--- src/design/bme_pkg.sv ---
// Shared constants, types and state codes for the binary mask border erosion block.
`timescale 1ns / 1ps

package bme_pkg;

  // Mask geometry
  localparam int MAX_ROWS = 64;
  localparam int MAX_COLS = 64;
  localparam int ROW_W    = 64;
  localparam int ADDR_W   = $clog2(MAX_ROWS);
  localparam int CNT_W    = $clog2(MAX_ROWS + 1);
  localparam int DIST_W   = 6;
  localparam int MWID_W   = 7;
  localparam int AMT_W    = 7;

  // Configuration port
  localparam int CFG_IDX_W  = 1;
  localparam int CFG_DATA_W = 7;

  localparam logic [CFG_IDX_W-1:0] REG_BORDER_DISTANCE = 1'd0;
  localparam logic [CFG_IDX_W-1:0] REG_MAP_WIDTH       = 1'd1;

  localparam logic [DIST_W-1:0] BORDER_DISTANCE_RESET = 6'd14;
  localparam logic [MWID_W-1:0] MAP_WIDTH_RESET       = 7'd64;

  // Main sequencer states
  typedef enum logic [2:0] {
    S_LOAD,
    S_PLAN,
    S_PASS,
    S_OUT_RD,
    S_OUT_LD,
    S_OUT_WAIT
  } state_t;

  // Position in the sequence of pass amounts
  typedef enum logic [1:0] {
    ST_FIRST,
    ST_LOOP,
    ST_REM,
    ST_DONE
  } stage_t;

  // Shift amount and neighbor validity for one row of a pass
  typedef struct packed {
    logic [ADDR_W-1:0] amt;
    logic              up_ok;
    logic              dn_ok;
  } shift_ctl_t;

endpackage

--- src/design/bme_row_shrink.sv ---
// One row of an erosion pass: AND of the row with its four neighbors at a distance.
`timescale 1ns / 1ps

module bme_row_shrink (
  input  logic [bme_pkg::ROW_W-1:0] center,
  input  logic [bme_pkg::ROW_W-1:0] up,
  input  logic [bme_pkg::ROW_W-1:0] dn,
  input  bme_pkg::shift_ctl_t       ctl,
  input  logic [bme_pkg::ROW_W-1:0] col_mask,
  output logic [bme_pkg::ROW_W-1:0] result
);
  import bme_pkg::*;

  logic [ROW_W-1:0] right_term;
  logic [ROW_W-1:0] left_term;
  logic [ROW_W-1:0] low_fill;
  logic [ROW_W-1:0] up_term;
  logic [ROW_W-1:0] dn_term;

  // Horizontal terms: the right neighbor falls off as 0, the left one counts as 1.
  assign right_term = center >> ctl.amt;
  assign low_fill   = (ROW_W'(1) << ctl.amt) - ROW_W'(1);
  assign left_term  = (center << ctl.amt) | low_fill;

  // Vertical terms count as 1 when the neighbor row lies outside the mask.
  assign up_term = ctl.up_ok ? up : '1;
  assign dn_term = ctl.dn_ok ? dn : '1;

  assign result = right_term & left_term & up_term & dn_term & col_mask;

endmodule

--- config.mk ---
export PLATFORM = sky130hd
export DESIGN_NAME = bme_row_shrink
export DESIGN_NICKNAME = d
export VERILOG_FILES = /design/src/design/bme_pkg.sv /design/src/design/bme_row_shrink.sv
export SDC_FILE = /design/constraint.sdc
export NUM_CORES = 1
export LEC_CHECK = 0
export BUFFER_PORTS_ARGS = -buffer_cell sky130_fd_sc_hd__buf_2
export CORE_MARGIN = 4
export CORE_UTILIZATION = 25
export DETAILED_ROUTE_END_ITERATION = 8
export PLACE_DENSITY = 0.46
export SLEW_MARGIN = 0
export SYNTH_ARGS = -nofsm -noshare
export SYNTH_HDL_FRONTEND = slang
export SYNTH_SLANG_ARGS = --single-unit
--- constraint.sdc ---
create_clock -name vclk -period 3.15
set_input_delay 0.1575 -clock vclk [all_inputs]
set_output_delay 0.1575 -clock vclk [all_outputs]
set_load 0.01 [all_outputs]
==> results of run 1 <==
through the flow:
stage | area [µm²] | power, mW
after floorplan | 10100 | 1.32
after global placement | 12800 | 2.44
after detailed placement | 12800 | 2.43
after CTS | 12800 | 2.44
after global routing | 12800 | 2.62
final | 12900 | 2.52
worst paths after layout:
check             slack, ns    endpoint  depth (start not counted)
setup / recovery       0.16  result[26]                         10
hold / removal         0.63  result[34]                          4
worst max-delay path: cells and delay by family:
kind	cells	cell delay [ns]
muxes	2	0.89
buffers and inverters	4	0.74
AOI/OAI and AO/OA	3	0.55
and+or+nand+nor	1	0.47
cell usage after synthesis (23+ instances only):
master | count | area (µm²)
buf_2 | 31 | 155
mux4_2 | 77 | 1730
mux2_2 | 57 | 642
mux4_1 | 23 | 604
mux2i_1 | 121 | 1210
nor2_1 | 161 | 604
a21oi_1 | 89 | 445
o22ai_1 | 26 | 163
o221ai_1 | 38 | 333
nand2_1 | 113 | 424
clkbuf_1 | 58 | 218
a211oi_1 | 28 | 210
nor3_1 | 34 | 170
o21ai_0 | 99 | 495
layout make-up:
cell class | count | share of cell area, %
antenna | 3 | 0.0584
multi-input combinational | 1149 | 72.2
inverter | 15 | 0.448
timing repair buffer | 465 | 22.2
tap | 525 | 5.11
routing by layer:
metal,vias to the layer above,part of all wire (%),track usage [%]
met5,-,0.089,0
met4,10,4.0,9.41
met3,165,12,8.21
met2,1123,42,45.6
met1,6751,41,42.4
li1,5881,-,-
report_power, final:
part	internal, mW	switching (mW)	leakage [nW]
logic	0.961	1.56	5.44
clock network	0.000000127	0	0.0000190
registers	0	0	0
total	0.961	1.56	5.44
cell families after synthesis:
group	Yosys count	synth area share, %
xor gates and xnor gates	3	0.261
muxes	280	41.9
adders and majority gates	1	0.124
AOI/OAI and AO/OA	449	30.9
and+or+nand+nor	416	18.9
buffers and inverters	152	7.96
cell usage in the layout, fill, tap and decap left out, types with 34 or more instances in the layout:
master | Yosys | layout
a21oi_1 | 89 | 89
buf_2 | 31 | 324
buf_4 | 13 | 126
mux2_2 | 57 | 57
mux2i_1 | 121 | 121
mux4_2 | 77 | 77
nand2_1 | 113 | 113
nor2_1 | 161 | 160
nor3_1 | 34 | 34
o21ai_0 | 99 | 99
o221ai_1 | 38 | 38
==> reports/qor.txt, run 1 <==
Outcome: complete, no violations
Yosys cell types: 82
I/O pins: 328
Final setup viols: 0
DR pass1 iterations: 6
Critical path launch point type: input port
DRT Wirelength: 70700 µm
Seq/Total Area, Yosys: 0%
Vias per cell: 6.46
Delay of the slowest critical-path stage: 0.59 ns
Period utilisation layout: 94.9%
DIE AREA: 0.0436 mm²
Slew Viols, Final: 0
Pin slew with the least headroom to its limit: 0.785 ns
Crit end category: output pin
Hold Worst Slack: 0.634 ns
Hold Crit Start: col_mask[34]
Initial core utilization: 25.3%
Avg Cell Area, Syn: 7.75 µm²
Placement Setup Slack: 0.0177 ns
Number of cell rows: 73
Initial antenna violation count: 9
DR WL/cell: 32.8 µm
Worst Path Arrival: 2.83 ns
Resized Gates After CTS: 1
Cells after Synth: 1301
WS Path Type: input port to output pin
Post-Place Cells: 2154
Vias: 13900
Critical Path, Cell by Cell: buf_6 > buf_12 > mux4_2 > mux2_2 > a221oi_1 > o21ai_0 > nor3_1 > a211oi_1 > buf_4 > buf_2
RePlAce Congestion: 1.04
Vias in the first global route: 13200
Starting DRT DRC Count: 2150
Register Area: 0 µm²
Die Wd: 209 µm
Total gr overflow: 0
Nets: 1896
Minimum clock period: 2.99 ns
Layout cell share with drive strength beyond 1: 39.1%
Hold WC Path Type: input port to output pin
Setup Fix Bufs, Post-CTS: 0
Seq_cells: 0
Warnings from Yosys: 0
Fmax: 0.334 GHz
Max-cap violation count: 0
HPWL Detailed: 58300 µm
# fillers: 4350
Multi-input logic area: 0.00928 mm²
Worst EP required: 2.99 ns
RSZ-0062 raised after global routing: no
Max Fanout on Critical Path: 24
Largest net degree at the start of global routing: 70
DRT antenna net count: 0
Slew margin rel.: 47.1%
Layout Cells excl Fill: 2157
Post-route setup TNS: 0 ns
Leak: 5.44 nW
Peak supply drop: 63.9 µV
IO buf count: 328
Global-route wire length before repair: 100000 µm
# clk buffers: 0
Pwr dens: 196 mW/mm²
All-layer global routing usage: 30.3%
Worst Slack Setup Final: 0.160 ns
Synth Cell Area: 0.0101 mm²
Crit path from: ctl[2]
Area growth syn-to-layout: 27.5%
Fin. Hold Viols: 0
Chip Height: 209 µm
Syn nets: 1566
Post-CTS Hold Fix Bufs: 0
Core box area: 0.0398 mm²
Fin util: 32.3%
Residual DRC: 0
Slowest-stage cell, CP: mux4_2
Power figures use the tool's default switching activity.
==> inputs of run 2 (changes only) <==
CORE_ASPECT_RATIO = 1.25   (was not set)
==> run 2 against run 1 <==
- non-clock buffer count up 20
- global-route usage is 0.46 points lower
- critical path depth stayed put
- clock-buffer cell count did not move
- sequential share of layout area is the same
- via count shrank 0.59%
- sequential cell count stayed put
- utilization grew 0.28 points
- first-iteration DRC count shrank 13%
- maximum frequency up 3.0%
- combinational power hardly changed
==> reports/qor.txt, run 2 (synthesized netlist as in run 1, its figures left out) <==
Minimum clock period: 2.90 ns (was 2.99 ns)
Gate power share: 100.0% (about the same)
Most frequent cells in the layout: buf_2 (324), nor2_1 (160), buf_4 (142) (was buf_2 (324), nor2_1 (160), buf_4 (126))
Final setup viols: 0 (unchanged)
Layout Cells excl Fill: 2153 (was 2157)
DRT antenna net count: 0 (unchanged)
I/O pins: 328 (unchanged)
Hold Path Depth: 4 (unchanged)
Vias per cell: 6.43 (was 6.46)
Post-Place Cells: 2153 (was 2154)
Starting DRT DRC Count: 1866 (was 2150)
All-layer global routing usage: 29.9% (was 30.3%)
Post-route setup TNS: 0 ns (unchanged)
Vias: 13800 (was 13900)
Hold WC Path Type: input port to output pin (unchanged)
Pwr dens: 195 mW/mm² (was 196 mW/mm²)
Psw: 1.55 mW (was 1.56 mW)
Slowest-stage cell, CP: o221ai_1 (was mux4_2)
Crit end category: output pin (unchanged)
Outcome: complete, no violations (unchanged)
Core box area: 0.0400 mm² (was 0.0398 mm²)
Fin util: 32.5% (was 32.3%)
Pint: 0.986 mW (was 0.961 mW)
RePlAce Congestion: 1.06 (was 1.04)
Period utilisation layout: 92.1% (was 94.9%)
Fin. Hold Viols: 0 (unchanged)
Final Power: 2.53 mW (was 2.52 mW)
Hold Crit Start: col_mask[43] (was col_mask[34])
IO buf count: 328 (unchanged)
Leak: 5.56 nW (was 5.44 nW)
Layout cell share with drive strength beyond 1: 40.0% (was 39.1%)
Placed inst area: 0.0130 mm² (was 0.0128 mm²)
Critical path launch point type: input port (unchanged)
Slew margin rel.: 46.9% (was 47.1%)
CP Buf/Inv Count: 5 (was 4)
Cell family with most CP delay: compound AO/OA/AOI/OAI gates (was multiplexers)
Cell count along the critical path: 10 (unchanged)
DRT Wirelength: 69400 µm (was 70700 µm)
Peak supply drop: 57.0 µV (was 63.9 µV)
Global-route wire length before repair: 98100 µm (was 100000 µm)
# fillers: 4365 (was 4350)
Most common cell after layout, fill and taps aside: buf_2 (unchanged)
DR WL/cell: 32.2 µm (was 32.8 µm)
Register Area: 0 µm² (unchanged)
Chip Height: 232 µm (was 209 µm)
Total gr overflow: 0 (unchanged)
Die Wd: 188 µm (was 209 µm)
Worst Path Arrival: 2.74 ns (was 2.83 ns)
Hold endpoint: result[43] (was result[34])
Max Fanout on Critical Path: 25 (was 24)
Setup Fix Bufs, Post-CTS: 0 (unchanged)
DIE AREA: 0.0436 mm² (about the same)
Nets: 1916 (was 1896)
Fin area: 0.0130 mm² (was 0.0129 mm²)
Vias in the first global route: 13200 (about the same)
RSZ-0062 raised after global routing: no (unchanged)
Number of cell rows: 82 (was 73)
Seq_cells: 0 (unchanged)
Area growth syn-to-layout: 29.2% (was 27.5%)
Clock power share: 0% (about the same)
Worst EP required: 2.99 ns (about the same)
Largest net degree at the start of global routing: 82 (was 70)
N_diodes: 0 (was 3)
Worst Slack Setup Final: 0.248 ns (was 0.160 ns)
Slew Viols, Final: 0 (unchanged)
DR pass1 iterations: 7 (was 6)
Fmax: 0.345 GHz (was 0.334 GHz)
# clk buffers: 0 (unchanged)
Delay of the slowest critical-path stage: 0.53 ns (was 0.59 ns)
WS Path Type: input port to output pin (unchanged)
Initial antenna violation count: 0 (was 9)
Residual DRC: 0 (unchanged)
HPWL Detailed: 57200 µm (was 58300 µm)
Pin slew with the least headroom to its limit: 0.774 ns (was 0.785 ns)
Seq pwr share: 0% (about the same)
Max-cap violation count: 0 (unchanged)
Switching share of power: 61.1% (was 61.9%)
Hold Worst Slack: 0.634 ns (about the same)
Critical Path, Cell by Cell: buf_6 > buf_12 > buf_4 > mux2_2 > o221ai_1 > mux2i_1 > buf_4 > a221oi_1 > a21oi_1 > buf_2 (was buf_6 > buf_12 > mux4_2 > mux2_2 > a221oi_1 > o21ai_0 > nor3_1 > a211oi_1 > buf_4 > buf_2)
Placement Setup Slack: 0.181 ns (was 0.0177 ns)
Crit path top cell by count: buf_4
Initial core utilization: 25.2% (was 25.3%)
==> run 2: cell count changes in the layout (fill, tap and decap cells not counted), sizes merged <==
cell / previous run / this run
inv: 12 / 13
diode: 3 / 0
clkinv: 3 / 2
buf: 465 / 485
==> run 2: per-layer routing <==
metal  up-vias  GRT usage (%)  routed length (µm)
li1       5930              -                   -
met1      6695           39.4               27900
met2      1033           47.2               30200
met3       190           5.85                6890
met4         0           13.8                4370
met5         -              0                   0
==> run 2: worst max path at each step <==
stage          startpoint    endpoint
3_5_place_dp       ctl[5]  result[50]
2_1_floorplan      ctl[2]  result[54]
4_1_cts            ctl[5]  result[50]
6_report           ctl[3]  result[40]
3_3_place_gp       ctl[5]  result[50]
5_1_grt            ctl[2]   result[1]
==> run 2: power groups by stage <==
stage                     combinational, mW  sequential, mW  clock, mW
final                                  2.53               0          0
after global routing                   2.64               0          0
after CTS                              2.46               0          0
after detailed placement               2.45               0          0
after global placement                 2.47               0          0
after floorplan                        1.32               0          0
==> run 2: layout make-up <==
class	instances	area [µm²]	area share, %
inverters	15	57.6	0.442
repair buffers	485	3050	23.4
multi-input cells	1149	9290	71.3
well taps	504	631	4.84
==> run 2: worst min-delay path, delay by kind of cell <==
| family | cells | cell delay (ns) |
|---|---|---|
| buffers and inverters | 2 | 0.23 |
| and+or+nand+nor | 2 | 0.09 |
==> run 2: timing repair <==
item / in CTS / in global routing
setup endpoints to repair: 0 / 1
hold endpoints to repair: 0 / 0
hold buffers: 0 / 0
resized for setup: 0 / 1
==> inputs of run 3 (changes only) <==
==> constraint.sdc (replaced) <==
create_clock -name vclk -period 3.15
set_input_delay 0.1575 -clock vclk [all_inputs]
set_output_delay 0.1575 -clock vclk [all_outputs]
set_load 0.1 [all_outputs]
==> run 3 against run 2 <==
- power is 20% higher
- utilization increased by 3.4 points
- critical path depth up 1
- via count up 0.14%
- non-clock buffer count grew 10
- final cell count is 0.46% higher
- first-iteration DRC count grew 6.5%
- sequential share of layout area did not move
- maximum frequency decreased by 4.3%
- largest power group unchanged
==> reports/qor.txt, run 3 (synthesized netlist as in run 1, its figures left out) <==
Outcome: complete, no violations (unchanged)
Max Fanout on Critical Path: 29 (was 25)
DR pass1 iterations: 6 (was 7)
Final setup viols: 0 (unchanged)
Worst EP required: 2.99 ns (about the same)
Die Wd: 188 µm (unchanged)
Largest net degree at the start of global routing: 53 (was 82)
Met2 wire length: 30700 µm (was 30200 µm)
Period utilisation layout: 96.3% (was 92.1%)
# clk buffers: 0 (unchanged)
Post-Place Cells: 2163 (was 2153)
Initial core utilization: 25.2% (unchanged)
Hold Worst Slack: 0.697 ns (was 0.634 ns)
Pwr dens: 212 mW/mm² (was 195 mW/mm²)
Layout cell share with drive strength beyond 1: 43.3% (was 40.0%)
Hold WC Path Type: input port to output pin (unchanged)
Peak supply drop: 76.3 µV (was 57.0 µV)
RePlAce Congestion: 1.06 (about the same)
Most frequent cells in the layout: buf_2 (267), nor2_1 (159), buf_4 (158) (was buf_2 (324), nor2_1 (160), buf_4 (142))
Met1 wire length: 29400 µm (was 27900 µm)
I/O pins: 328 (unchanged)
Pin slew with the least headroom to its limit: 0.926 ns (was 0.774 ns)
Chip Height: 232 µm (unchanged)
DIE AREA: 0.0436 mm² (unchanged)
Fin. Hold Viols: 0 (unchanged)
Layout Cells excl Fill: 2163 (was 2153)
Minimum clock period: 3.03 ns (was 2.90 ns)
Max-cap violation count: 0 (unchanged)
Area growth syn-to-layout: 42.6% (was 29.2%)
DRT Wirelength: 70800 µm (was 69400 µm)
Setup Fix Bufs, Post-CTS: 0 (unchanged)
Most common cell after layout, fill and taps aside: buf_2 (unchanged)
RSZ-0062 raised after global routing: no (unchanged)
Core box area: 0.0400 mm² (unchanged)
Slew margin rel.: 38.1% (was 46.9%)
WS Path Type: input port to output pin (unchanged)
Worst Path Arrival: 2.88 ns (was 2.74 ns)
Crit end category: output pin (unchanged)
Fmax: 0.330 GHz (was 0.345 GHz)
All-layer global routing usage: 30.6% (was 29.9%)
Global-route wire length before repair: 99800 µm (was 98100 µm)
Nets: 1926 (was 1916)
IO buf count: 328 (unchanged)
N_diodes: 0 (unchanged)
Initial antenna violation count: 0 (unchanged)
Wire length on met3: 6410 µm (was 6890 µm)
DRT antenna net count: 0 (unchanged)
# fillers: 4250 (was 4365)
Number of cell rows: 82 (unchanged)
Post-CTS Hold Fix Bufs: 0 (unchanged)
HPWL Detailed: 58400 µm (was 57200 µm)
Vias in the first global route: 13200 (about the same)
Critical path launch point type: input port (unchanged)
Vias: 13900 (was 13800)
Vias per cell: 6.41 (was 6.43)
Total gr overflow: 0 (unchanged)
Register Area: 0 µm² (unchanged)
Slew Viols, Final: 0 (unchanged)
Starting DRT DRC Count: 1988 (was 1866)
DR WL/cell: 32.7 µm (was 32.2 µm)
Seq_cells: 0 (unchanged)
Residual DRC: 0 (unchanged)
Leak: 5.82 nW (was 5.56 nW)
Uppermost layer routed: met4 (unchanged)
==> run 3: critical path: stages <==
cell and delay [ns]:
buf_6 0.27, buf_12 0.26, buf_12 0.19, mux4_2 0.58, mux2i_2 0.28, nor2_1 0.07, a211oi_1 0.47, buf_4 0.19
or3_1 0.10, o31ai_2 0.08, buf_12 0.17
==> run 3: path summary, 6_finish.rpt <==
check	startpoint	endpoint	slack, ns	depth (start not counted)
hold / removal	col_mask[47]	result[47]	0.70	3
setup / recovery	ctl[2]	result[1]	0.12	11
==> run 3: stage by stage <==
step / area, µm² / utilization [%] / setup TNS, ns / setup slack (ns) / total power [mW]
floorplan: 10600 / - / -0.194 / -0.0831 / 1.69
global placement: 14400 / 35.9 / 0 / 0.119 / 2.98
detailed placement: 14400 / 35.9 / 0 / 0.135 / 2.96
CTS: 14400 / 35.9 / 0 / 0.130 / 2.97
global route: 14400 / 35.9 / 0 / 0.0503 / 3.14
finish: 14400 / 35.9 / 0 / 0.116 / 3.05
==> run 3: final cells by class <==
cell class	count	area [µm²]	share of cell area (%)
inverter	15	56.3	0.392
tap	504	631	4.39
multi-input combinational	1149	9780	68.0
timing repair buffer	495	3910	27.2
==> run 3: per-layer routing <==
| metal | track usage, % | vias to the layer above |
|---|---|---|
| met1 | 41.9 | 6726 |
| met3 | 4.70 | 174 |
| met5 | 0 | - |
| met4 | 14.0 | 0 |
| met2 | 47.3 | 1020 |
| li1 | - | 5947 |
==> run 3: power breakdown <==
group	leakage [nW]	total (mW)	switching [mW]	internal [mW]
combinational	5.82	3.05	1.92	1.12
sequential	0	0	0	0
clock	0	0	0	0
==> run 3: repair_timing <==
action	CTS	global route
endpoints found under the setup margin	0	1
gates resized for setup	0	1
hold endpoints to repair	0	0
